--- config.mk ---
export PLATFORM = sky130hd
export DESIGN_NAME = rgb_yuv_luma_halving_flat
export DESIGN_NICKNAME = d
export VERILOG_FILES = /design/src/design/rgbyl_pkg.sv /design/src/design/rgbyl_in_if.sv /design/src/design/rgbyl_out_if.sv /design/src/design/rgbyl_fwd.sv /design/src/design/rgbyl_back.sv /design/src/design/rgb_yuv_luma_halving.sv /design/src/flat_wrapper.sv
export VERILOG_INCLUDE_DIRS = /design/src /design/src/design
export SDC_FILE = /design/constraint.sdc
export NUM_CORES = 2
export LEC_CHECK = 0
export BUFFER_PORTS_ARGS = -buffer_cell sky130_fd_sc_hd__buf_4
export CORE_UTILIZATION = 50
export DETAILED_ROUTE_END_ITERATION = 10
export HOLD_SLACK_MARGIN = 0.02
export PLACE_DENSITY = 0.66
export SKIP_CTS_REPAIR_TIMING = 1
export SLEW_MARGIN = 30
export SYNTH_ARGS = -nofsm -noshare
export SYNTH_HDL_FRONTEND = slang
export SYNTH_SLANG_ARGS = --single-unit
export TNS_END_PERCENT = 5
--- constraint.sdc ---
create_clock -name clk -period 7.4 [get_ports clk]
set_input_delay 1.48 -clock clk [delete_from_list [all_inputs] [get_ports clk]]
set_output_delay 1.48 -clock clk [all_outputs]
set_load 0.02 [all_outputs]
--- src/design/rgb_yuv_luma_halving_assert.svh ---
// assertion macros shared by the luma halving pipeline modules
`ifndef RGB_YUV_LUMA_HALVING_ASSERT_SVH
`define RGB_YUV_LUMA_HALVING_ASSERT_SVH

// same-cycle implication, disabled while in reset
`define RGBYL_ASSERT_IMPL(name, clk, rstn, ante, cons) \
  name: assert property (@(posedge clk) disable iff (!rstn) (ante) |-> (cons)) \
    else $error("rgbyl assertion failed");

// next-cycle implication, disabled while in reset
`define RGBYL_ASSERT_NEXT(name, clk, rstn, ante, cons) \
  name: assert property (@(posedge clk) disable iff (!rstn) (ante) |=> (cons)) \
    else $error("rgbyl assertion failed");

`endif

--- src/design/rgbyl_pkg.sv ---
// shared constants and payload types for the luma halving pipeline
package rgbyl_pkg;

  localparam int unsigned COEF_FRAC_BITS = 16;
  // widest coefficient is 1/0.493, just above two
  localparam int unsigned CW = COEF_FRAC_BITS + 2;

  localparam logic [CW-1:0] W_RED   = CW'(((64'd3 << COEF_FRAC_BITS) + 64'd5) / 64'd10);
  localparam logic [CW-1:0] W_GREEN = CW'(((64'd59 << COEF_FRAC_BITS) + 64'd50) / 64'd100);
  localparam logic [CW-1:0] W_BLUE  = CW'(((64'd11 << COEF_FRAC_BITS) + 64'd50) / 64'd100);
  localparam logic [CW-1:0] K_U     = CW'(((64'd493 << COEF_FRAC_BITS) + 64'd500) / 64'd1000);
  localparam logic [CW-1:0] K_V     = CW'(((64'd877 << COEF_FRAC_BITS) + 64'd500) / 64'd1000);
  localparam logic [CW-1:0] INV_U   = CW'(((64'd1000 << COEF_FRAC_BITS) + 64'd246) / 64'd493);
  localparam logic [CW-1:0] INV_V   = CW'(((64'd1000 << COEF_FRAC_BITS) + 64'd438) / 64'd877);
  localparam logic [CW-1:0] INV_G   = CW'(((64'd100 << COEF_FRAC_BITS) + 64'd29) / 64'd59);

  typedef struct packed {
    logic [7:0] red;
    logic [7:0] green;
    logic [7:0] blue;
    logic       frame_end;
  } rgb_t;

  typedef struct packed {
    logic [7:0]        luma;
    logic signed [7:0] chroma_u;
    logic signed [7:0] chroma_v;
    logic              frame_end;
  } yuv_t;

  typedef struct packed {
    logic [7:0]        luma;
    logic signed [7:0] chroma_u;
    logic signed [7:0] chroma_v;
    logic [7:0]        red;
    logic [7:0]        green;
    logic [7:0]        blue;
    logic              frame_end;
  } res_t;

endpackage

--- src/design/rgbyl_in_if.sv ---
// pixel input channel
interface rgbyl_in_if;
  logic       valid;
  logic       ready;
  logic [7:0] red_in;
  logic [7:0] green_in;
  logic [7:0] blue_in;
  logic       frame_end_in;

  modport source (output valid, output red_in, output green_in, output blue_in,
                  output frame_end_in, input ready);
  modport sink (input valid, input red_in, input green_in, input blue_in,
                input frame_end_in, output ready);
endinterface

--- src/design/rgbyl_out_if.sv ---
// result channel: luma, chroma and adjusted pixel
interface rgbyl_out_if;
  logic              valid;
  logic              ready;
  logic [7:0]        luma;
  logic signed [7:0] chroma_u;
  logic signed [7:0] chroma_v;
  logic [7:0]        red_out;
  logic [7:0]        green_out;
  logic [7:0]        blue_out;
  logic              frame_end_out;

  modport source (output valid, output luma, output chroma_u, output chroma_v,
                  output red_out, output green_out, output blue_out,
                  output frame_end_out, input ready);
  modport sink (input valid, input luma, input chroma_u, input chroma_v,
                input red_out, input green_out, input blue_out,
                input frame_end_out, output ready);
endinterface

--- src/design/rgbyl_fwd.sv ---
// forward conversion pipeline: rgb to luma and saturated chroma, four stages
`include "rgb_yuv_luma_halving_assert.svh"

module rgbyl_fwd (
  input  logic          clk,
  input  logic          rst_n,
  input  logic          in_valid,
  output logic          in_ready,
  input  rgbyl_pkg::rgb_t in_pix,
  output logic          out_valid,
  input  logic          out_ready,
  output rgbyl_pkg::yuv_t out_yuv
);
  import rgbyl_pkg::*;

  localparam int unsigned NS = 4;
  localparam int unsigned PW = 8 + CW;
  localparam int unsigned SW = PW + 2;
  localparam int unsigned MW = 9 + CW;
  localparam int unsigned QW = MW - COEF_FRAC_BITS;

  logic [NS-1:0] vld_r;
  logic [NS-1:0] adv;

  // a stage loads when it is empty or its successor loads
  assign adv[3]    = !vld_r[3] || out_ready;
  assign adv[2]    = !vld_r[2] || adv[3];
  assign adv[1]    = !vld_r[1] || adv[2];
  assign adv[0]    = !vld_r[0] || adv[1];
  assign in_ready  = adv[0];
  assign out_valid = vld_r[3];

  always_ff @(posedge clk) begin
    if (!rst_n) begin
      vld_r <= '0;
    end else begin
      if (adv[0]) vld_r[0] <= in_valid;
      if (adv[1]) vld_r[1] <= vld_r[0];
      if (adv[2]) vld_r[2] <= vld_r[1];
      if (adv[3]) vld_r[3] <= vld_r[2];
    end
  end

  // stage 0: weighted components
  logic [PW-1:0] pr0_r, pg0_r, pb0_r;
  logic [7:0]    red0_r, blue0_r;
  logic          fe0_r;

  always_ff @(posedge clk) begin
    if (adv[0]) begin
      pr0_r   <= PW'(in_pix.red) * PW'(W_RED);
      pg0_r   <= PW'(in_pix.green) * PW'(W_GREEN);
      pb0_r   <= PW'(in_pix.blue) * PW'(W_BLUE);
      red0_r  <= in_pix.red;
      blue0_r <= in_pix.blue;
      fe0_r   <= in_pix.frame_end;
    end
  end

  // stage 1: luma sum, integer part capped at 255
  logic [SW-1:0] ysum_nxt, yq_nxt;
  logic [7:0]    y_nxt;
  logic [7:0]    y1_r, red1_r, blue1_r;
  logic          fe1_r;

  always_comb begin
    ysum_nxt = SW'(pr0_r) + SW'(pg0_r) + SW'(pb0_r);
    yq_nxt   = ysum_nxt >> COEF_FRAC_BITS;
    y_nxt    = (yq_nxt > SW'(255)) ? 8'd255 : yq_nxt[7:0];
  end

  always_ff @(posedge clk) begin
    if (adv[1]) begin
      y1_r    <= y_nxt;
      red1_r  <= red0_r;
      blue1_r <= blue0_r;
      fe1_r   <= fe0_r;
    end
  end

  // stage 2: color differences as sign and magnitude, scaled
  logic [8:0]    du_nxt, dv_nxt, mu_nxt, mv_nxt;
  logic [MW-1:0] mu2_r, mv2_r;
  logic          su2_r, sv2_r;
  logic [7:0]    y2_r;
  logic          fe2_r;

  always_comb begin
    du_nxt = {1'b0, blue1_r} - {1'b0, y1_r};
    dv_nxt = {1'b0, red1_r} - {1'b0, y1_r};
    mu_nxt = du_nxt[8] ? (9'd0 - du_nxt) : du_nxt;
    mv_nxt = dv_nxt[8] ? (9'd0 - dv_nxt) : dv_nxt;
  end

  always_ff @(posedge clk) begin
    if (adv[2]) begin
      mu2_r <= MW'(mu_nxt) * MW'(K_U);
      mv2_r <= MW'(mv_nxt) * MW'(K_V);
      su2_r <= du_nxt[8];
      sv2_r <= dv_nxt[8];
      y2_r  <= y1_r;
      fe2_r <= fe1_r;
    end
  end

  // stage 3: truncate toward zero, restore sign, saturate to 8 bits
  logic [QW-1:0]     qu_nxt, qv_nxt, nqu_nxt, nqv_nxt;
  logic signed [7:0] u_nxt, v_nxt;
  logic signed [7:0] u3_r, v3_r;
  logic [7:0]        y3_r;
  logic              fe3_r;

  always_comb begin
    qu_nxt  = mu2_r[MW-1:COEF_FRAC_BITS];
    qv_nxt  = mv2_r[MW-1:COEF_FRAC_BITS];
    nqu_nxt = -qu_nxt;
    nqv_nxt = -qv_nxt;
    if (su2_r) begin
      u_nxt = (qu_nxt > QW'(128)) ? 8'sh80 : $signed(nqu_nxt[7:0]);
    end else begin
      u_nxt = (qu_nxt > QW'(127)) ? 8'sh7f : $signed(qu_nxt[7:0]);
    end
    if (sv2_r) begin
      v_nxt = (qv_nxt > QW'(128)) ? 8'sh80 : $signed(nqv_nxt[7:0]);
    end else begin
      v_nxt = (qv_nxt > QW'(127)) ? 8'sh7f : $signed(qv_nxt[7:0]);
    end
  end

  always_ff @(posedge clk) begin
    if (adv[3]) begin
      u3_r  <= u_nxt;
      v3_r  <= v_nxt;
      y3_r  <= y2_r;
      fe3_r <= fe2_r;
    end
  end

  always_comb begin
    out_yuv.luma      = y3_r;
    out_yuv.chroma_u  = u3_r;
    out_yuv.chroma_v  = v3_r;
    out_yuv.frame_end = fe3_r;
  end

  `RGBYL_ASSERT_NEXT(a_fwd_take, clk, rst_n, in_valid && in_ready, vld_r[0])
  // scaled chroma magnitude never exceeds the 8-bit difference range
  `RGBYL_ASSERT_IMPL(a_fwd_mag, clk, rst_n, vld_r[2], (qu_nxt < QW'(256)) && (qv_nxt < QW'(256)))

endmodule

--- src/design/rgbyl_back.sv ---
// back conversion pipeline: halved luma and chroma to saturated rgb, six stages
`include "rgb_yuv_luma_halving_assert.svh"

module rgbyl_back (
  input  logic            clk,
  input  logic            rst_n,
  input  logic            in_valid,
  output logic            in_ready,
  input  rgbyl_pkg::yuv_t in_yuv,
  output logic            out_valid,
  input  logic            out_ready,
  output rgbyl_pkg::res_t out_res
);
  import rgbyl_pkg::*;

  localparam int unsigned NS  = 6;
  localparam int unsigned PV  = CW + 9;
  localparam int unsigned SW  = COEF_FRAC_BITS + 12;
  localparam int unsigned GW  = COEF_FRAC_BITS + 7;
  localparam int unsigned PRW = 8 + CW;
  localparam int unsigned HW  = GW + CW;
  localparam int unsigned GQW = HW - 2 * COEF_FRAC_BITS;

  logic [NS-1:0] vld_r;
  logic [NS-1:0] adv;

  assign adv[5]    = !vld_r[5] || out_ready;
  assign adv[4]    = !vld_r[4] || adv[5];
  assign adv[3]    = !vld_r[3] || adv[4];
  assign adv[2]    = !vld_r[2] || adv[3];
  assign adv[1]    = !vld_r[1] || adv[2];
  assign adv[0]    = !vld_r[0] || adv[1];
  assign in_ready  = adv[0];
  assign out_valid = vld_r[5];

  always_ff @(posedge clk) begin
    if (!rst_n) begin
      vld_r <= '0;
    end else begin
      if (adv[0]) vld_r[0] <= in_valid;
      if (adv[1]) vld_r[1] <= vld_r[0];
      if (adv[2]) vld_r[2] <= vld_r[1];
      if (adv[3]) vld_r[3] <= vld_r[2];
      if (adv[4]) vld_r[4] <= vld_r[3];
      if (adv[5]) vld_r[5] <= vld_r[4];
    end
  end

  logic signed [CW:0] inv_u_s, inv_v_s;
  assign inv_u_s = $signed({1'b0, INV_U});
  assign inv_v_s = $signed({1'b0, INV_V});

  // stage 0: chroma times reciprocal weights
  logic signed [PV-1:0] pu0_r, pv0_r;
  logic [6:0]           yh0_r;
  logic [7:0]           y0_r;
  logic signed [7:0]    u0_r, v0_r;
  logic                 fe0_r;

  always_ff @(posedge clk) begin
    if (adv[0]) begin
      pu0_r <= PV'($signed(in_yuv.chroma_u)) * PV'(inv_u_s);
      pv0_r <= PV'($signed(in_yuv.chroma_v)) * PV'(inv_v_s);
      yh0_r <= in_yuv.luma[7:1];
      y0_r  <= in_yuv.luma;
      u0_r  <= in_yuv.chroma_u;
      v0_r  <= in_yuv.chroma_v;
      fe0_r <= in_yuv.frame_end;
    end
  end

  // stage 1: add halved luma, clamp red and blue to [0, 255]
  logic [SW-1:0] base0_nxt, sr_nxt, sb_nxt;
  logic [7:0]    ro_nxt, bo_nxt;
  logic [7:0]    ro1_r, bo1_r, y1_r;
  logic [6:0]    yh1_r;
  logic signed [7:0] u1_r, v1_r;
  logic          fe1_r;

  always_comb begin
    base0_nxt = {{(SW - COEF_FRAC_BITS - 7){1'b0}}, yh0_r, {COEF_FRAC_BITS{1'b0}}};
    sr_nxt    = base0_nxt + {{(SW - PV){pv0_r[PV-1]}}, pv0_r};
    sb_nxt    = base0_nxt + {{(SW - PV){pu0_r[PV-1]}}, pu0_r};
    if (sr_nxt[SW-1]) begin
      ro_nxt = 8'd0;
    end else if (|sr_nxt[SW-2:COEF_FRAC_BITS+8]) begin
      ro_nxt = 8'd255;
    end else begin
      ro_nxt = sr_nxt[COEF_FRAC_BITS+7:COEF_FRAC_BITS];
    end
    if (sb_nxt[SW-1]) begin
      bo_nxt = 8'd0;
    end else if (|sb_nxt[SW-2:COEF_FRAC_BITS+8]) begin
      bo_nxt = 8'd255;
    end else begin
      bo_nxt = sb_nxt[COEF_FRAC_BITS+7:COEF_FRAC_BITS];
    end
  end

  always_ff @(posedge clk) begin
    if (adv[1]) begin
      ro1_r <= ro_nxt;
      bo1_r <= bo_nxt;
      yh1_r <= yh0_r;
      y1_r  <= y0_r;
      u1_r  <= u0_r;
      v1_r  <= v0_r;
      fe1_r <= fe0_r;
    end
  end

  // stage 2: weigh the clamped red and blue
  logic [PRW-1:0]    qr2_r, qb2_r;
  logic [7:0]        ro2_r, bo2_r, y2_r;
  logic [6:0]        yh2_r;
  logic signed [7:0] u2_r, v2_r;
  logic              fe2_r;

  always_ff @(posedge clk) begin
    if (adv[2]) begin
      qr2_r <= PRW'(ro1_r) * PRW'(W_RED);
      qb2_r <= PRW'(bo1_r) * PRW'(W_BLUE);
      ro2_r <= ro1_r;
      bo2_r <= bo1_r;
      yh2_r <= yh1_r;
      y2_r  <= y1_r;
      u2_r  <= u1_r;
      v2_r  <= v1_r;
      fe2_r <= fe1_r;
    end
  end

  // stage 3: green numerator; a nonnegative value is at most yh << frac
  logic [SW-1:0]     num_nxt;
  logic [GW-1:0]     nm3_r;
  logic              neg3_r;
  logic [7:0]        ro3_r, bo3_r, y3_r;
  logic signed [7:0] u3_r, v3_r;
  logic              fe3_r;

  always_comb begin
    num_nxt = {{(SW - COEF_FRAC_BITS - 7){1'b0}}, yh2_r, {COEF_FRAC_BITS{1'b0}}}
              - SW'(qr2_r) - SW'(qb2_r);
  end

  always_ff @(posedge clk) begin
    if (adv[3]) begin
      neg3_r <= num_nxt[SW-1];
      nm3_r  <= num_nxt[GW-1:0];
      ro3_r  <= ro2_r;
      bo3_r  <= bo2_r;
      y3_r   <= y2_r;
      u3_r   <= u2_r;
      v3_r   <= v2_r;
      fe3_r  <= fe2_r;
    end
  end

  // stage 4: divide by the green weight
  logic [HW-1:0]     gp4_r;
  logic              neg4_r;
  logic [7:0]        ro4_r, bo4_r, y4_r;
  logic signed [7:0] u4_r, v4_r;
  logic              fe4_r;

  always_ff @(posedge clk) begin
    if (adv[4]) begin
      gp4_r  <= HW'(nm3_r) * HW'(INV_G);
      neg4_r <= neg3_r;
      ro4_r  <= ro3_r;
      bo4_r  <= bo3_r;
      y4_r   <= y3_r;
      u4_r   <= u3_r;
      v4_r   <= v3_r;
      fe4_r  <= fe3_r;
    end
  end

  // stage 5: clamp green, output register
  logic [GQW-1:0]    gq_nxt;
  logic [7:0]        go_nxt;
  logic [7:0]        go5_r, ro5_r, bo5_r, y5_r;
  logic signed [7:0] u5_r, v5_r;
  logic              fe5_r;

  always_comb begin
    gq_nxt = gp4_r[HW-1:2*COEF_FRAC_BITS];
    if (neg4_r) begin
      go_nxt = 8'd0;
    end else if (|gq_nxt[GQW-1:8]) begin
      go_nxt = 8'd255;
    end else begin
      go_nxt = gq_nxt[7:0];
    end
  end

  always_ff @(posedge clk) begin
    if (adv[5]) begin
      go5_r <= go_nxt;
      ro5_r <= ro4_r;
      bo5_r <= bo4_r;
      y5_r  <= y4_r;
      u5_r  <= u4_r;
      v5_r  <= v4_r;
      fe5_r <= fe4_r;
    end
  end

  always_comb begin
    out_res.luma      = y5_r;
    out_res.chroma_u  = u5_r;
    out_res.chroma_v  = v5_r;
    out_res.red       = ro5_r;
    out_res.green     = go5_r;
    out_res.blue      = bo5_r;
    out_res.frame_end = fe5_r;
  end

  // negative chroma can only pull a component below the halved luma
  `RGBYL_ASSERT_IMPL(a_back_red_le, clk, rst_n, vld_r[1] && v1_r[7], (ro1_r <= {1'b0, yh1_r}))
  `RGBYL_ASSERT_IMPL(a_back_blue_le, clk, rst_n, vld_r[1] && u1_r[7], (bo1_r <= {1'b0, yh1_r}))
  `RGBYL_ASSERT_NEXT(a_back_green_zero, clk, rst_n, vld_r[4] && adv[4] && neg4_r, go5_r == 8'd0)

endmodule

--- src/design/rgb_yuv_luma_halving.sv ---
// top level: rgb to yuv, luma halving and back conversion
//
//   channel   dir  handshake      payload
//   in_pix    in   valid/ready    red_in, green_in, blue_in, frame_end_in
//   out_pix   out  valid/ready    luma, chroma_u, chroma_v, red_out, green_out,
//                                 blue_out, frame_end_out
//
// one pixel per clock sustained while out_pix.ready stays high
// (ten register stages: four forward, six back conversion)
// reset clears only the stage valid bits
// a stage holds only while it and every stage after it are full, so bubbles
// close up during an output stall and in_pix.ready stays high until all fill
module rgb_yuv_luma_halving (
  input logic        clk,
  input logic        rst_n,
  rgbyl_in_if.sink   in_pix,
  rgbyl_out_if.source out_pix
);
  import rgbyl_pkg::*;

  rgb_t pix;
  yuv_t yuv;
  res_t res;
  logic yuv_valid, yuv_ready;

  always_comb begin
    pix.red       = in_pix.red_in;
    pix.green     = in_pix.green_in;
    pix.blue      = in_pix.blue_in;
    pix.frame_end = in_pix.frame_end_in;
  end

  rgbyl_fwd u_fwd (
    .clk       (clk),
    .rst_n     (rst_n),
    .in_valid  (in_pix.valid),
    .in_ready  (in_pix.ready),
    .in_pix    (pix),
    .out_valid (yuv_valid),
    .out_ready (yuv_ready),
    .out_yuv   (yuv)
  );

  rgbyl_back u_back (
    .clk       (clk),
    .rst_n     (rst_n),
    .in_valid  (yuv_valid),
    .in_ready  (yuv_ready),
    .in_yuv    (yuv),
    .out_valid (out_pix.valid),
    .out_ready (out_pix.ready),
    .out_res   (res)
  );

  always_comb begin
    out_pix.luma          = res.luma;
    out_pix.chroma_u      = res.chroma_u;
    out_pix.chroma_v      = res.chroma_v;
    out_pix.red_out       = res.red;
    out_pix.green_out     = res.green;
    out_pix.blue_out      = res.blue;
    out_pix.frame_end_out = res.frame_end;
  end

endmodule
--- src/flat_wrapper.sv ---
// flat-port wrapper written by rule: the top's interface ports become plain ports
module rgb_yuv_luma_halving_flat import rgbyl_pkg::*;
  (clk, rst_n, in_pix_valid, in_pix_red_in, in_pix_green_in, in_pix_blue_in, in_pix_frame_end_in, in_pix_ready, out_pix_valid, out_pix_luma, out_pix_chroma_u, out_pix_chroma_v, out_pix_red_out, out_pix_green_out, out_pix_blue_out, out_pix_frame_end_out, out_pix_ready);
  rgbyl_in_if in_pix_i ();
  rgbyl_out_if out_pix_i ();
  input logic clk;
  input logic rst_n;
  input wire logic [$bits(in_pix_i.valid)-1:0] in_pix_valid;
  input wire logic [$bits(in_pix_i.red_in)-1:0] in_pix_red_in;
  input wire logic [$bits(in_pix_i.green_in)-1:0] in_pix_green_in;
  input wire logic [$bits(in_pix_i.blue_in)-1:0] in_pix_blue_in;
  input wire logic [$bits(in_pix_i.frame_end_in)-1:0] in_pix_frame_end_in;
  output wire logic [$bits(in_pix_i.ready)-1:0] in_pix_ready;
  output wire logic [$bits(out_pix_i.valid)-1:0] out_pix_valid;
  output wire logic [$bits(out_pix_i.luma)-1:0] out_pix_luma;
  output wire logic [$bits(out_pix_i.chroma_u)-1:0] out_pix_chroma_u;
  output wire logic [$bits(out_pix_i.chroma_v)-1:0] out_pix_chroma_v;
  output wire logic [$bits(out_pix_i.red_out)-1:0] out_pix_red_out;
  output wire logic [$bits(out_pix_i.green_out)-1:0] out_pix_green_out;
  output wire logic [$bits(out_pix_i.blue_out)-1:0] out_pix_blue_out;
  output wire logic [$bits(out_pix_i.frame_end_out)-1:0] out_pix_frame_end_out;
  input wire logic [$bits(out_pix_i.ready)-1:0] out_pix_ready;
  assign in_pix_i.valid = in_pix_valid;
  assign in_pix_i.red_in = in_pix_red_in;
  assign in_pix_i.green_in = in_pix_green_in;
  assign in_pix_i.blue_in = in_pix_blue_in;
  assign in_pix_i.frame_end_in = in_pix_frame_end_in;
  assign in_pix_ready = in_pix_i.ready;
  assign out_pix_valid = out_pix_i.valid;
  assign out_pix_luma = out_pix_i.luma;
  assign out_pix_chroma_u = out_pix_i.chroma_u;
  assign out_pix_chroma_v = out_pix_i.chroma_v;
  assign out_pix_red_out = out_pix_i.red_out;
  assign out_pix_green_out = out_pix_i.green_out;
  assign out_pix_blue_out = out_pix_i.blue_out;
  assign out_pix_frame_end_out = out_pix_i.frame_end_out;
  assign out_pix_i.ready = out_pix_ready;
  rgb_yuv_luma_halving u_core (.clk(clk), .rst_n(rst_n), .in_pix(in_pix_i), .out_pix(out_pix_i));
endmodule
==> results.cfg <==
[outcome]
status = complete, no violations

[synth]
yosys.cell_types.count = 71
postSynth.asyncResetShare_pct = 0
syn-mean-instance-area_um2 = 12.07
prevailing_post_synth_register_cell = sky130_fd_sc_hd__edfxtp_1
syn-cell-area_mm2 = 0.04138
ys.warnings.count = 0
syn_inst = 3428
syn-num-nets = 4598
synth_enable_flop_cells = 488
ys_ff_latch = 498
ys_seq_area_share_pct = 35.89

[timing]
setup_slack_ps = 522.3
skew_ps = 41.97
final_hold_viol_count = 0
setup_total_negative_slack_ps = 0
max_freq_mhz = 145.4
finalCriticalPeriod_ps = 6878
max_slew_margin_pct = 38.13
finalMaxSlewViolations = 0
period_share_pct = 92.94
final-setup-viol-count = 0
holdWs_ps = 408.4
worst_slew_pin_slew_ps = 928.0

[cells_and_area]
insertedDiodeCount = 0
num-fill-cells = 6918
synthToLayoutAreaGrowth_pct = 9.799
multi_input_comb_area_mm2 = 0.02417
layout_commonest_cell = sky130_fd_sc_hd__ha_1
regArea_mm2 = 0.01485
instances_no_fill = 4689
post_route_cells_drive_above_1_share_pct = 6.107
most_used_cells_in_the_layout_excluding_fill_and_tap_cells = sky130_fd_sc_hd__ha_1 (792), sky130_fd_sc_hd__inv_1 (630), sky130_fd_sc_hd__edfxtp_1 (488)
finalNetCount = 4744

[grt]
use_met2_pct = 32.71
top_usage_layer = met2
grt_pass1_vias = 24755
gr-usage-all-layers_pct = 18.61
antenna_found_initial = 1
global_route.usage.met1_pct = 24.56
gr-usage-met3_pct = 2.182
grt_max_degree = 74
grt_pass1_wl_um = 124200
grt_overflow_total = 0

[route]
first_pass_iters = 6
via_count = 24295
finalWirelength_um = 74880
route.antenna.remaining_nets = 0
drc = 0
wire_per_inst_um = 15.97
detail_route.vias_per_cell = 5.181
dr.first_iter.drc_count = 1098

[cts]
htree_num_levels = 2
clk_pin_slew_ps = 60
clock_buffer_depth = 3
numClockSinks = 498
clk_latency_ps = 630
cts_inserted_buffers = 55
root_buffer_cell = sky130_fd_sc_hd__clkbuf_16
cts_tree = built

[floorplanning]
fp.dieW_um = 289.7
dieArea_mm2 = 0.08392
ports_placed_on_the_boundary = 80
core_region_area_mm2 = 0.08198
placement_rows = 105
vertical_extent_of_the_die_um = 289.7
initial_core_util_pct = 50.48

[critical_path]
critPathArrivalTime_ps = 7260
setup.worst_path.end_class = flop
crit_path_start_kind = flop
timing.critical_path.mode_cell = sky130_fd_sc_hd__inv_1
max_stage_delay_ps = 600
critical_path_class = flop to flop
critical_path_peak_fanout = 7
critical-path-slowest-cell = sky130_fd_sc_hd__fa_1
worst_path_required_ps = 7780

[placement]
detailed_place_hpwl_um = 60490
dp.cells = 4586
gp_routability_congestion = 0.8669
detailedPlace.worstSlack_ps = 397.9
buffer_ports.inserted = 79

[job]
max_cap_viol_count = 0

[worst_hold_path]
timing.hold.worst.class = flop to flop
==> metal layers <==
metal | up-vias | routed length (µm)
met3 | 77 | 2217
li1 | 12163 | -
met2 | 288 | 37560
met1 | 11767 | 33580
met5 | - | 0
met4 | 0 | 1531
==> registers in the layout, summed over array words and instances (netlist names), 9 cells and up <==
name,flops
u_core.u_back.nm3_r,23
u_core.u_back.pu0_r,13
u_core.u_back.pv0_r,11
u_core.u_back.qb2_r,18
u_core.u_back.qr2_r,21
u_core.u_fwd.mv2_r,9
u_core.u_fwd.pb0_r,18
u_core.u_fwd.pg0_r,23
u_core.u_fwd.pr0_r,21
==> worst paths after layout <==
| kind | startpoint | endpoint | slack [ps] | depth (start not counted) |
|---|---|---|---|---|
| worst max-delay path | u_core.u_fwd.blue1_r[0] | u_core.u_fwd.mu2_r[22] | 520 | 28 |
| worst min-delay path | u_core.u_back.y1_r[0] | u_core.u_back.y2_r[0] | 410 | 0 |
| worst max register to register | u_core.u_fwd.blue1_r[0] | u_core.u_fwd.mu2_r[22] | 520 | 28 |
| worst min register to register | u_core.u_back.y1_r[0] | u_core.u_back.y2_r[0] | 410 | 0 |
==> area by class of cell <==
class	count	area share (%)
Multi-Input combinational cell	2290	53.18
Sequential cell	498	32.69
Inverter	634	5.237
Clock buffer	63	3.139
Tap cell	1070	2.946
Timing Repair Buffer	95	1.614
Clock inverter	39	1.192
==> Yosys cell counts (7+ instances only) <==
cell / number / area share (%)
sky130_fd_sc_hd__inv_1: 634 / 5.8
sky130_fd_sc_hd__dfxtp_1: 10 / 0.48
sky130_fd_sc_hd__a211oi_1: 21 / 0.38
sky130_fd_sc_hd__o21bai_1: 22 / 0.40
sky130_fd_sc_hd__fa_1: 349 / 17
sky130_fd_sc_hd__o211ai_1: 9 / 0.16
sky130_fd_sc_hd__nand4_1: 9 / 0.14
sky130_fd_sc_hd__o21ai_0: 91 / 1.1
sky130_fd_sc_hd__a21boi_0: 16 / 0.29
sky130_fd_sc_hd__or3_1: 13 / 0.20
sky130_fd_sc_hd__a221oi_1: 8 / 0.17
sky130_fd_sc_hd__nor3_1: 46 / 0.56
sky130_fd_sc_hd__a21o_1: 58 / 1.1
sky130_fd_sc_hd__a21oi_1: 125 / 1.5
sky130_fd_sc_hd__nor2b_1: 44 / 0.67
sky130_fd_sc_hd__xnor2_1: 130 / 2.8
sky130_fd_sc_hd__edfxtp_1: 488 / 35
sky130_fd_sc_hd__o31ai_1: 13 / 0.24
sky130_fd_sc_hd__a31oi_1: 21 / 0.32
sky130_fd_sc_hd__ha_1: 792 / 24
sky130_fd_sc_hd__or2_2: 12 / 0.18
sky130_fd_sc_hd__a211o_1: 7 / 0.15
sky130_fd_sc_hd__o311ai_0: 7 / 0.15
sky130_fd_sc_hd__o21a_1: 30 / 0.54
sky130_fd_sc_hd__xor2_1: 68 / 1.4
sky130_fd_sc_hd__nand3_1: 37 / 0.45
sky130_fd_sc_hd__nand2b_1: 22 / 0.33
sky130_fd_sc_hd__nor2_1: 131 / 1.2
sky130_fd_sc_hd__and3_1: 19 / 0.29
sky130_fd_sc_hd__nand2_1: 99 / 0.90
==> worst max-delay path, delay by kind of cell, from the launching register on <==
| family | cells | cell delay (ps) |
|---|---|---|
| fa+ha+maj | 7 | 2670 |
| compound gates | 9 | 1930 |
| simple gates | 4 | 910 |
| buf+inv | 6 | 460 |
| flops | 1 | 360 |
| xor+xnor | 2 | 310 |
==> through the flow <==
stage                     utilization (%)  instance area [µm²]
after floorplan                         -                41380
after global placement              52.98                43430
after detailed placement            52.98                43430
after CTS                           55.38                45400
after global routing                55.43                45440
final                               55.43                45440
==> kinds of logic after synthesis <==
group / synth area share [%]
AO/OA/AOI/OAI: 7.640
XOR/XNOR: 4.190
adder cells (fa/ha/maj): 40.83
buffers and inverters: 5.805
flip-flops: 35.89
multiplexers: 0.07860
AND/OR/NAND/NOR: 5.566
Power is left out: the tool's default activity adds up to more than one toggle a clock period on the data nets, which glitch-free logic cannot reach.
